===== config.mk =====
export PLATFORM = sky130hd
export DESIGN_NAME = randomized_set_table_core
export DESIGN_NICKNAME = d
export VERILOG_FILES = /design/src/design/rset_pkg.sv /design/src/design/rset_ram.sv /design/src/design/rset_mod.sv /design/src/design/rset_seq.sv /design/src/design/randomized_set_table_core.sv
export SDC_FILE = /design/constraint.sdc
export NUM_CORES = 2
export LEC_CHECK = 0
export ABC_AREA = 1
export BUFFER_PORTS_ARGS = -buffer_cell sky130_fd_sc_hd__buf_4
export CAP_MARGIN = 20
export CORE_MARGIN = 5
export CORE_UTILIZATION = 55
export DETAILED_ROUTE_END_ITERATION = 8
export PLACE_DENSITY = 0.71
export SLEW_MARGIN = 20
export SYNTH_ARGS = -nofsm -noshare
export SYNTH_HDL_FRONTEND = slang
export SYNTH_SLANG_ARGS = --single-unit

===== constraint.sdc =====
create_clock -name clock -period 8.08 [get_ports clock]
set_input_delay 0.808 -clock clock [delete_from_list [all_inputs] [get_ports clock]]
set_output_delay 0.808 -clock clock [all_outputs]
set_load 0.01 [all_outputs]

===== src/design/rset_pkg.sv =====
// Shared constants, codes and interface types for the randomized set table.
`default_nettype none

package rset_pkg;

   localparam int CAPACITY   = 64;
   localparam int IDX_W      = (CAPACITY > 1) ? $clog2(CAPACITY) : 1;
   localparam int CNT_W      = $clog2(CAPACITY + 1);
   localparam int VALUE_W    = 32;
   localparam int RAND_W     = 16;
   localparam int OP_W       = 2;
   localparam int STATUS_W   = 3;
   localparam int RAND_CNT_W = $clog2(RAND_W + 1);

   localparam logic [OP_W-1:0] OP_INSERT = OP_W'(0);
   localparam logic [OP_W-1:0] OP_REMOVE = OP_W'(1);
   localparam logic [OP_W-1:0] OP_DRAW   = OP_W'(2);

   localparam logic [STATUS_W-1:0] ST_DONE    = STATUS_W'(0);
   localparam logic [STATUS_W-1:0] ST_PRESENT = STATUS_W'(1);
   localparam logic [STATUS_W-1:0] ST_ABSENT  = STATUS_W'(2);
   localparam logic [STATUS_W-1:0] ST_FULL    = STATUS_W'(3);
   localparam logic [STATUS_W-1:0] ST_EMPTY   = STATUS_W'(4);

   typedef struct packed {
      logic              start;
      logic [RAND_W-1:0] dividend;
      logic [CNT_W-1:0]  divisor;
   } mod_req_type;

   typedef struct packed {
      logic             done;
      logic [CNT_W-1:0] remainder;
   } mod_rsp_type;

   typedef struct packed {
      logic                valid;
      logic [STATUS_W-1:0] status;
      logic [VALUE_W-1:0]  member;
   } result_type;

endpackage

`default_nettype wire


===== src/design/rset_ram.sv =====
// Generic single-port-write, single-port-read RAM with registered read data.
`default_nettype none

module rset_ram #(
   parameter int WIDTH = 32,
   parameter int DEPTH = 64
) (
   input  wire logic                                     clock,
   input  wire logic                                     wr_en,
   input  wire logic [((DEPTH > 1) ? $clog2(DEPTH) : 1)-1:0] wr_addr,
   input  wire logic [WIDTH-1:0]                         wr_data,
   input  wire logic [((DEPTH > 1) ? $clog2(DEPTH) : 1)-1:0] rd_addr,
   output logic      [WIDTH-1:0]                         rd_data
);

   logic [WIDTH-1:0] mem_ff [DEPTH];
   logic [WIDTH-1:0] rd_data_ff;

   always_ff @(posedge clock) begin
      if (wr_en) begin
         mem_ff[wr_addr] <= wr_data;
      end
      rd_data_ff <= mem_ff[rd_addr];
   end

   assign rd_data = rd_data_ff;

endmodule

`default_nettype wire


===== src/design/rset_mod.sv =====
// Bit-serial remainder unit: one restoring step per cycle over the dividend.
`default_nettype none

module rset_mod (
   input  wire logic                 clock,
   input  wire logic                 reset,
   input  wire rset_pkg::mod_req_type req,
   output rset_pkg::mod_rsp_type     rsp
);

   logic                             busy_ff, busy_in;
   logic                             done_ff, done_in;
   logic [rset_pkg::RAND_CNT_W-1:0]  bit_cnt_ff, bit_cnt_in;
   logic [rset_pkg::RAND_W-1:0]      quo_ff, quo_in;
   logic [rset_pkg::CNT_W-1:0]       rem_ff, rem_in;
   logic [rset_pkg::CNT_W-1:0]       div_ff, div_in;
   logic [rset_pkg::CNT_W:0]         shifted;
   logic [rset_pkg::CNT_W-1:0]       rem_step;

   always_comb begin
      shifted  = {rem_ff, quo_ff[rset_pkg::RAND_W-1]};
      if (shifted >= {1'b0, div_ff}) begin
         rem_step = rset_pkg::CNT_W'(shifted - {1'b0, div_ff});
      end else begin
         rem_step = shifted[rset_pkg::CNT_W-1:0];
      end

      busy_in    = busy_ff;
      done_in    = 1'b0;
      bit_cnt_in = bit_cnt_ff;
      quo_in     = quo_ff;
      rem_in     = rem_ff;
      div_in     = div_ff;

      if (req.start) begin
         busy_in    = 1'b1;
         bit_cnt_in = rset_pkg::RAND_CNT_W'(rset_pkg::RAND_W);
         quo_in     = req.dividend;
         rem_in     = '0;
         div_in     = req.divisor;
      end else if (busy_ff) begin
         rem_in     = rem_step;
         quo_in     = {quo_ff[rset_pkg::RAND_W-2:0], 1'b0};
         bit_cnt_in = bit_cnt_ff - rset_pkg::RAND_CNT_W'(1);
         if (bit_cnt_ff == rset_pkg::RAND_CNT_W'(1)) begin
            busy_in = 1'b0;
            done_in = 1'b1;
         end
      end
   end

   always_ff @(posedge clock) begin
      if (reset) begin
         busy_ff    <= 1'b0;
         done_ff    <= 1'b0;
         bit_cnt_ff <= '0;
      end else begin
         busy_ff    <= busy_in;
         done_ff    <= done_in;
         bit_cnt_ff <= bit_cnt_in;
      end
      quo_ff <= quo_in;
      rem_ff <= rem_in;
      div_ff <= div_in;
   end

   assign rsp.done      = done_ff;
   assign rsp.remainder = rem_ff;

endmodule

`default_nettype wire


===== src/design/rset_seq.sv =====
// Operation sequencer: slot search, insert, remove with last-slot move, and draw.
`default_nettype none

module rset_seq (
   input  wire logic                             clock,
   input  wire logic                             reset,
   input  wire logic                             req_valid,
   output logic                                  req_ready,
   input  wire logic [rset_pkg::OP_W-1:0]        req_op,
   input  wire logic [rset_pkg::VALUE_W-1:0]     req_value,
   input  wire logic [rset_pkg::RAND_W-1:0]      req_rand,
   input  wire logic                             out_free,
   output rset_pkg::result_type                  result,
   output rset_pkg::mod_req_type                 mod_req,
   input  wire rset_pkg::mod_rsp_type            mod_rsp,
   output logic                                  ram_wr_en,
   output logic [rset_pkg::IDX_W-1:0]            ram_wr_addr,
   output logic [rset_pkg::VALUE_W-1:0]          ram_wr_data,
   output logic [rset_pkg::IDX_W-1:0]            ram_rd_addr,
   input  wire logic [rset_pkg::VALUE_W-1:0]     ram_rd_data
);

   localparam logic [2:0] S_IDLE      = 3'd0;
   localparam logic [2:0] S_SEARCH    = 3'd1;
   localparam logic [2:0] S_MOD       = 3'd2;
   localparam logic [2:0] S_DRAW_RD   = 3'd3;
   localparam logic [2:0] S_DRAW_DATA = 3'd4;
   localparam logic [2:0] S_LAST_RD   = 3'd5;
   localparam logic [2:0] S_LAST_WR   = 3'd6;
   localparam logic [2:0] S_DONE      = 3'd7;

   logic [2:0]                      state_ff, state_in;
   logic [rset_pkg::OP_W-1:0]       op_ff, op_in;
   logic [rset_pkg::VALUE_W-1:0]    value_ff, value_in;
   logic [rset_pkg::CNT_W-1:0]      count_ff, count_in;
   logic [rset_pkg::CNT_W-1:0]      scan_ff, scan_in;
   logic                            pend_ff, pend_in;
   logic [rset_pkg::IDX_W-1:0]      pend_idx_ff, pend_idx_in;
   logic [rset_pkg::IDX_W-1:0]      pos_ff, pos_in;
   logic [rset_pkg::STATUS_W-1:0]   status_ff, status_in;
   logic [rset_pkg::VALUE_W-1:0]    member_ff, member_in;

   logic                            accept;
   logic                            issue;
   logic                            hit;
   logic [rset_pkg::CNT_W-1:0]      last_idx;

   assign req_ready = (state_ff == S_IDLE);
   assign accept    = req_valid && req_ready;
   assign issue     = (scan_ff < count_ff);
   assign hit       = pend_ff && (ram_rd_data == value_ff);
   assign last_idx  = count_ff - rset_pkg::CNT_W'(1);

   always_comb begin
      case (state_ff)
         S_DRAW_RD: ram_rd_addr = pos_ff;
         S_LAST_RD: ram_rd_addr = last_idx[rset_pkg::IDX_W-1:0];
         default:   ram_rd_addr = scan_ff[rset_pkg::IDX_W-1:0];
      endcase
   end

   always_comb begin
      state_in    = state_ff;
      op_in       = op_ff;
      value_in    = value_ff;
      count_in    = count_ff;
      scan_in     = scan_ff;
      pend_in     = pend_ff;
      pend_idx_in = pend_idx_ff;
      pos_in      = pos_ff;
      status_in   = status_ff;
      member_in   = member_ff;

      ram_wr_en   = 1'b0;
      ram_wr_addr = count_ff[rset_pkg::IDX_W-1:0];
      ram_wr_data = value_ff;

      mod_req.start    = 1'b0;
      mod_req.dividend = req_rand;
      mod_req.divisor  = count_ff;

      result.valid  = 1'b0;
      result.status = status_ff;
      result.member = member_ff;

      case (state_ff)
         S_IDLE: begin
            if (accept) begin
               op_in     = req_op;
               value_in  = req_value;
               scan_in   = '0;
               pend_in   = 1'b0;
               status_in = rset_pkg::ST_DONE;
               member_in = '0;
               if (req_op == rset_pkg::OP_INSERT || req_op == rset_pkg::OP_REMOVE) begin
                  state_in = S_SEARCH;
               end else if (req_op == rset_pkg::OP_DRAW) begin
                  if (count_ff == '0) begin
                     status_in = rset_pkg::ST_EMPTY;
                     state_in  = S_DONE;
                  end else begin
                     mod_req.start = 1'b1;
                     state_in      = S_MOD;
                  end
               end else begin
                  state_in = S_DONE;
               end
            end
         end
         S_SEARCH: begin
            // One slot read is issued per cycle; its data is compared in the next cycle.
            if (hit) begin
               if (op_ff == rset_pkg::OP_INSERT) begin
                  status_in = rset_pkg::ST_PRESENT;
                  state_in  = S_DONE;
               end else begin
                  pos_in   = pend_idx_ff;
                  state_in = S_LAST_RD;
               end
            end else if (!issue && !pend_ff) begin
               if (op_ff == rset_pkg::OP_INSERT) begin
                  if (count_ff == rset_pkg::CNT_W'(rset_pkg::CAPACITY)) begin
                     status_in = rset_pkg::ST_FULL;
                  end else begin
                     ram_wr_en = 1'b1;
                     count_in  = count_ff + rset_pkg::CNT_W'(1);
                  end
               end else begin
                  status_in = rset_pkg::ST_ABSENT;
               end
               state_in = S_DONE;
            end else begin
               pend_in     = issue;
               pend_idx_in = scan_ff[rset_pkg::IDX_W-1:0];
               if (issue) begin
                  scan_in = scan_ff + rset_pkg::CNT_W'(1);
               end
            end
         end
         S_MOD: begin
            if (mod_rsp.done) begin
               pos_in   = mod_rsp.remainder[rset_pkg::IDX_W-1:0];
               state_in = S_DRAW_RD;
            end
         end
         S_DRAW_RD: begin
            state_in = S_DRAW_DATA;
         end
         S_DRAW_DATA: begin
            member_in = ram_rd_data;
            state_in  = S_DONE;
         end
         S_LAST_RD: begin
            state_in = S_LAST_WR;
         end
         S_LAST_WR: begin
            // The last occupied slot fills the hole left by the removed value.
            ram_wr_en   = 1'b1;
            ram_wr_addr = pos_ff;
            ram_wr_data = ram_rd_data;
            count_in    = last_idx;
            state_in    = S_DONE;
         end
         S_DONE: begin
            if (out_free) begin
               result.valid = 1'b1;
               state_in     = S_IDLE;
            end
         end
         default: begin
            state_in = S_IDLE;
         end
      endcase
   end

   always_ff @(posedge clock) begin
      if (reset) begin
         state_ff <= S_IDLE;
         count_ff <= '0;
         pend_ff  <= 1'b0;
      end else begin
         state_ff <= state_in;
         count_ff <= count_in;
         pend_ff  <= pend_in;
      end
      op_ff       <= op_in;
      value_ff    <= value_in;
      scan_ff     <= scan_in;
      pend_idx_ff <= pend_idx_in;
      pos_ff      <= pos_in;
      status_ff   <= status_in;
      member_ff   <= member_in;
   end

endmodule

`default_nettype wire


===== src/design/randomized_set_table_core.sv =====
// Randomized set table: top level with slot RAM, remainder unit, sequencer, response register.
// Insert and remove are paced by the search, which reads one slot per cycle from the RAM,
// and a draw by the 16-step bit-serial remainder unit.
// One request is in work at a time; a finished response may wait while the next is taken.
// Synchronous active-high reset empties the set; slot contents are not cleared.
`default_nettype none

module randomized_set_table_core (
   input  wire logic        clock,
   input  wire logic        reset,
   input  wire logic        req_tvalid,
   output logic             req_tready,
   input  wire logic [47:0] req_tdata,  // [31:0] value, [47:32] random_word
   input  wire logic [1:0]  req_tuser,  // [1:0] operation
   output logic             rsp_tvalid,
   input  wire logic        rsp_tready,
   output logic [31:0]      rsp_tdata,  // [31:0] member
   output logic [2:0]       rsp_tuser   // [2:0] status
);

   rset_pkg::result_type             result;
   rset_pkg::mod_req_type            mod_req;
   rset_pkg::mod_rsp_type            mod_rsp;
   logic                             ram_wr_en;
   logic [rset_pkg::IDX_W-1:0]       ram_wr_addr;
   logic [rset_pkg::VALUE_W-1:0]     ram_wr_data;
   logic [rset_pkg::IDX_W-1:0]       ram_rd_addr;
   logic [rset_pkg::VALUE_W-1:0]     ram_rd_data;
   logic                             out_free;

   logic                             rsp_valid_ff, rsp_valid_in;
   logic [rset_pkg::STATUS_W-1:0]    rsp_status_ff;
   logic [rset_pkg::VALUE_W-1:0]     rsp_member_ff;

   rset_ram #(
      .WIDTH (rset_pkg::VALUE_W),
      .DEPTH (rset_pkg::CAPACITY)
   ) u_slots (
      .clock   (clock),
      .wr_en   (ram_wr_en),
      .wr_addr (ram_wr_addr),
      .wr_data (ram_wr_data),
      .rd_addr (ram_rd_addr),
      .rd_data (ram_rd_data)
   );

   rset_mod u_mod (
      .clock (clock),
      .reset (reset),
      .req   (mod_req),
      .rsp   (mod_rsp)
   );

   rset_seq u_seq (
      .clock       (clock),
      .reset       (reset),
      .req_valid   (req_tvalid),
      .req_ready   (req_tready),
      .req_op      (req_tuser),
      .req_value   (req_tdata[31:0]),
      .req_rand    (req_tdata[47:32]),
      .out_free    (out_free),
      .result      (result),
      .mod_req     (mod_req),
      .mod_rsp     (mod_rsp),
      .ram_wr_en   (ram_wr_en),
      .ram_wr_addr (ram_wr_addr),
      .ram_wr_data (ram_wr_data),
      .ram_rd_addr (ram_rd_addr),
      .ram_rd_data (ram_rd_data)
   );

   // The response register can take a new result when empty or being drained.
   assign out_free = !rsp_valid_ff || rsp_tready;

   always_comb begin
      if (result.valid) begin
         rsp_valid_in = 1'b1;
      end else if (rsp_tready) begin
         rsp_valid_in = 1'b0;
      end else begin
         rsp_valid_in = rsp_valid_ff;
      end
   end

   always_ff @(posedge clock) begin
      if (reset) begin
         rsp_valid_ff <= 1'b0;
      end else begin
         rsp_valid_ff <= rsp_valid_in;
      end
      if (result.valid) begin
         rsp_status_ff <= result.status;
         rsp_member_ff <= result.member;
      end
   end

   assign rsp_tvalid = rsp_valid_ff;
   assign rsp_tdata  = rsp_member_ff;
   assign rsp_tuser  = rsp_status_ff;

endmodule

`default_nettype wire


# Word-level counts from Yosys, hierarchy flattened
# Memories as Yosys holds them, arrays and structs flattened. A register that Yosys moved wholly into a read port is not among the register bits.
# Index checks and enable logic that the tools add are counted.
op_classes:
  addsub: 5
  magnitude_cmp: 2
  n_eq_ne: 26
  muxes: 68
  n_bitwise: 3
  reduce_logical: 30
ops:
  columns: ["cell", "n"]
  rows:
  - ["$mux W32", 2]
  - ["$pmux W32 S2", 1]
  - ["$mux W7", 9]
  - ["$mux W3", 17]
  - ["$eq A32 B32 Y1", 1]
  - ["$mux W16", 2]
  - ["$pmux W7 S2", 2]
  - ["$mux W6", 4]
  - ["$pmux W6 S2", 2]
  - ["$mux W1", 22]
  - ["$pmux W3 S7", 1]
  - ["$reduce_and A5 Y1", 3]
  - ["$add A7 B1 Y7 const B", 2]
  - ["$ne A2 B2 Y1 const B", 7]
  - ["$eq A3 B3 Y1 const B", 4]
  - ["$reduce_and A4 Y1", 3]
  - ["$reduce_bool A2 Y1", 6]
  - ["$mux W5", 2]
  - ["$ge A8 B7 Y1", 1]
  - ["$ne A2 B1 Y1 const B", 4]
  - ["$eq A7 B7 Y1 const B", 1]
  - ["$logic_not A7 Y1", 1]
  - ["$lt A7 B7 Y1", 1]
  - ["$sub A7 B1 Y7 const B", 1]
  - ["other kinds (23)", 35]
totals:
  reg_bits: 172
  ram_bits: 2048
  inputBits: 54
  out_inout_bits: 37
  wordCells: 155
  n_memories: 1
mem_list:
  columns: ["name", "words", "width", "read_ports", "rd_clocked_by_memory_dff", "wr", "line_no", "source"]
  rows:
  - ["u_slots.mem_ff", 64, 32, 1, 1, 1, "rset_ram.sv:16", "logic [WIDTH-1:0] mem_ff [DEPTH];"]

# Logic depth before layout (Yosys ltp)
logic_depth:
  word_depth: 8
  mapped_depth: 15
  depth_no_buf: 14

# By module
# From an unflattened synthesis, not the netlist that was laid out.
unflattened:
  cells_unflattened: 7684
  area_unflattened_um2: 91338.9
by_module_without_submodules:
  columns: ["module", "instances", "cells_each", "area_per_inst_um2", "seq_area_each_um2"]
  rows:
  - ["rset_ram", 1, 6769, 82785.6, 62139.6]
  - ["rset_seq", 1, 649, 5557.8, 2862.7]
  - ["rset_mod", 1, 226, 1901.8, 970.9]
  - ["randomized_set_table_core", 1, 40, 1093.5, 1071.0]

# Worst setup path after synthesis
# OpenSTA, ideal clock, no wires.
synth_timing:
  kind: "register to register"
  startpoint: "register u_seq.state_ff[2]"
  endpoint: "memory u_slots.mem_ff[0][1] (data pin)"
  setup_ns: 0.702
  t_arrival_ns: 3.986
  required_ns: 7.378
  slack_ns: 3.392
  path_stages_with_launch: 10
  path_buffers: 3
  period_less_slack_ns: 4.688
  path_cell_list: "dfxtp_1 inv_2 nor2_1 inv_2 nor2_4 inv_2 buf_2 clkbuf_1 clkbuf_1 o21ai_0"
synth_between:
  elab_chain_len: 2
synth_lines:
  columns: ["element", "line_no", "source"]
  rows:
  - ["start, declared", "rset_seq.sv:32", "logic [2:0] state_ff, state_in;"]
  - ["start signal, assigned", "rset_seq.sv:182", "state_ff <= state_in;"]
  - ["$eq A3 B3 Y1", "rset_seq.sv:86", "case (state_ff)"]
  - ["$mux W32", "rset_seq.sv:86", null]
  - ["net ram_wr_data (one bit)", "randomized_set_table_core.sv:26", "logic [rset_pkg::VALUE_W-1:0] ram_wr_data;"]
  - ["end, declared", "rset_ram.sv:16", null]
# The timed path passes the listed nets, and every way through them passes these cells.

# Final worst setup path
layout_timing:
  startpoint: "register u_seq.state_ff[2]"
  endpoint: "memory u_slots.mem_ff[12][11], enable pin"
layout_between:
  elab_chain_len: 4
  elab_cells_between_ends: 6
  classes_between: "eq/ne: 2; mux: 4"
layout_lines:
  columns: ["element", "line_no", "source"]
  rows:
  - ["$eq A3 B3 Y1 or $eq A3 B1 Y1 (tied branches)", "rset_seq.sv:86", null]
  - ["$pmux W1 S2", "rset_seq.sv:86", null]
  - ["$mux W1", "rset_ram.sv:20", "if (wr_en) begin"]
  - ["$mux W1 (not written as such)", "rset_ram.sv:21", "mem_ff[wr_addr] <= wr_data;"]
# Parallel ways exist; a longest one is shown, timed or not.

==> impl_metrics.env <==
export IMPL_status="finished clean"
export IMPL_die_area_um2=193000
export IMPL_synth_edf_count=2194
export IMPL_synth_seq_cells=2252
export IMPL_reg2regPathDepth=9
export IMPL_min_delay_path_depth=1
export IMPL_grt_max_degree=184
export IMPL_die_w_um=439
export IMPL_maxSlewViolCount=0
export IMPL_peakVddDrop_uv=519
export IMPL_cap_violations=0
export IMPL_synth_seq_area_share_pct=66.2
export IMPL_grt_pass1_vias=68400
export IMPL_grt_usage_pct=30.2
export IMPL_hold_viol_final=0
export IMPL_synth_top_flop_cell="edfxtp_1"
export IMPL_gp_congestion=0.920
export IMPL_fmax_mhz=185
export IMPL_min_path_type="in -> reg"
export IMPL_final_cell_mix="edfxtp_1 (2194), inv_1 (2127), nand3_1 (1950)"
export IMPL_gr_total_overflow=0
export IMPL_fin_area_um2=112000
export IMPL_ys_types=41
export IMPL_cp_end_kind="flop"
export IMPL_syn_nets=9842
export IMPL_cp_start_kind="flop"
export IMPL_nets=9627
export IMPL_p_leak_nw=46.1
export IMPL_antenna_found_initial=8
export IMPL_path_clk_slew_ps=60
export IMPL_cts_buffers=224
export IMPL_port_buffers=90
export IMPL_period_needed_ps=5410
export IMPL_p_per_area_nw_per_um2=401
export IMPL_post_route_period_util_pct=66.9
export IMPL_core_um2=183000
export IMPL_relSlewSlack_pct=22.0
export IMPL_floorplan_io_pins=91
export IMPL_drt_total_wl_mm=299
export IMPL_ff2ff_setup_slack_ps=2670
export IMPL_dr_pass1_iters=8
export IMPL_routedWlPerCell_um=24.4
export IMPL_arrival_ps=5880
export IMPL_synth_cells=9769
export IMPL_syn_to_final_growth_pct=10.5
export IMPL_grt_first_pass_wirelength_mm=438
export IMPL_setup_worst_path_class="reg -> reg"
export IMPL_ys_warn_count=0
export IMPL_cts_hold_buf=0
export IMPL_finalWorstSetupSlack_ps=2670
export IMPL_mappedNetlistArea_um2=101000
export IMPL_utilization_pct=61.2
export IMPL_ant_nets=0
export IMPL_rsz0062_at_grt="false"
export IMPL_cts_buffer_depth=3
export IMPL_hold_slack_ps=109
export IMPL_tightest_slew_ps=1170
export IMPL_cts_tree="yes"
export IMPL_cts_sinks=2252
export IMPL_crit_required_ps=8550
export IMPL_post_cts_resized=0
export IMPL_finalSetupViolations=0
export IMPL_synth_async_reset_ratio_pct=0
export IMPL_critPathMaxFanout=41
export IMPL_first_iter_violations=10500
export IMPL_htreeDepth=4
export IMPL_fillerInstances=14400
export IMPL_cts_root_buf="clkbuf_16"
export IMPL_drc_errors=0
export IMPL_clock_skew_final_ps=35.1
export IMPL_mostFrequentLayoutCell="edfxtp_1"
export IMPL_detailed_place_hpwl_mm=167
export IMPL_dp_slack_ps=2770
export IMPL_drive_gt1_share_pct=7.15
export IMPL_clk_insertion_delay_late_ps=890
export IMPL_vias_per_cell=6.00
export IMPL_dr_total_vias=73300
export IMPL_cts_setup_buffers=0
export IMPL_place_area_um2=104000
export IMPL_fin_setup_tns_ps=0
export IMPL_start_util_pct=55.3
export IMPL_syn_avg_cell_area_um2=10.4
export IMPL_die_h_um=439
export IMPL_core_rowCount=157
## Yosys cell counts, types with 2 or more instances
cell type,number,area [um2]
nand4_1,978,6120
nand2_2,3,18.8
a211oi_1,2,15.0
xnor2_1,13,114
a31oi_1,3,18.8
inv_1,2130,8000
o21a_1,2,15.0
buf_6,14,158
a21oi_1,20,100
xor2_1,12,105
inv_2,8,30.0
buf_4,18,135
o22ai_1,7,43.8
nor3_1,14,70.1
dfxtp_1,58,1160
nor2_2,3,18.8
or2_2,4,25.0
o21ai_0,138,691
nand2_1,1322,4960
nor4_1,2,12.5
clkbuf_1,335,1260
nor2_1,188,706
nand3_1,1950,9760
clkinv_1,2,7.51
ha_1,18,225
mux2i_1,2,20.0
buf_1,66,248
edfxtp_1,2194,65900
nand3_2,3,30.0
buf_2,242,1210
nor3b_1,4,30.0
o211ai_1,3,22.5
nand3b_1,2,15.0
nor2_4,2,22.5
## state kept, by name, summed over array words and instances (netlist names), 16 cells and up
signal and cells:
rsp_tdata 32, u_mod.quo_ff 16, u_slots.mem_ff 2048, u_seq.member_ff 32, u_slots.rd_data 32, u_seq.value_ff 32
## final timing paths
kind / startpoint / to
worst min register to register: u_seq.member_ff[16] / rsp_tdata[16]
worst min-delay path: req_tdata[16] / u_seq.value_ff[16]
worst max register to register: u_seq.state_ff[2] / u_slots.mem_ff[12][11]
worst max-delay path: u_seq.state_ff[2] / u_slots.mem_ff[12][11]
## critical path, cell delays in order, from the launching register on
cell	delay (ps)
dfxtp_1	480
inv_2	90
nor2_1	150
inv_2	70
nor2_4	70
buf_4	600
inv_2	300
o21ai_0	940
nand3_1	1040
nor2_4	1190
## metal layers
metal	track usage (%)	share of wire [%]	wire length (um)	up-vias
met5	0	0.023	70	-
met4	16.7	6.2	18400	10
met3	6.04	11	32100	750
met2	46.2	46	137000	4406
met1	40.9	37	111000	35300
li1	-	-	-	32800
## cells by family (layout without fill, tap and decap cells)
logic type / Yosys count / in the layout / synth area share [%]
buffers and inverters: 2815 / 2798 / 10.9
DFF: 2252 / 2252 / 66.2
other: 0 / 5 / 0
and+or+nand+nor: 4476 / 4476 / 21.5
adders and majority gates: 19 / 19 / 0.242
xor gates and xnor gates: 25 / 25 / 0.216
muxes: 2 / 2 / 0.0198
AOI/OAI and AO/OA: 180 / 180 / 0.930
## power breakdown
group / total (mW) / switching (mW) / leakage [nW] / internal [mW]
Sequential: 14.7 / 0.412 / 20.3 / 14.3
Combinational: 19.9 / 15.2 / 22.3 / 4.67
Clock: 10.3 / 4.53 / 3.55 / 5.73
## stage by stage
step	instances	power, mW
after CTS	12200	44.4
after global placement	11800	33.9
final	12200	44.9
after global routing	12200	46.5
after detailed placement	11800	34.2
after floorplan	9769	26.6
## cell type report
cell class | count | area [um2] | share of cell area (%)
Antenna cell | 5 | 12.5 | 0.0112
Timing Repair Buffer | 234 | 2420 | 2.16
Clock buffer | 270 | 5870 | 5.24
Inverter | 2140 | 8050 | 7.18
Clock inverter | 154 | 1370 | 1.22
Tap cell | 2464 | 3080 | 2.75
Sequential cell | 2252 | 67000 | 59.9
Multi-Input combinational cell | 4702 | 24100 | 21.6
No activity file was read; power rests on OpenSTA's default activity.
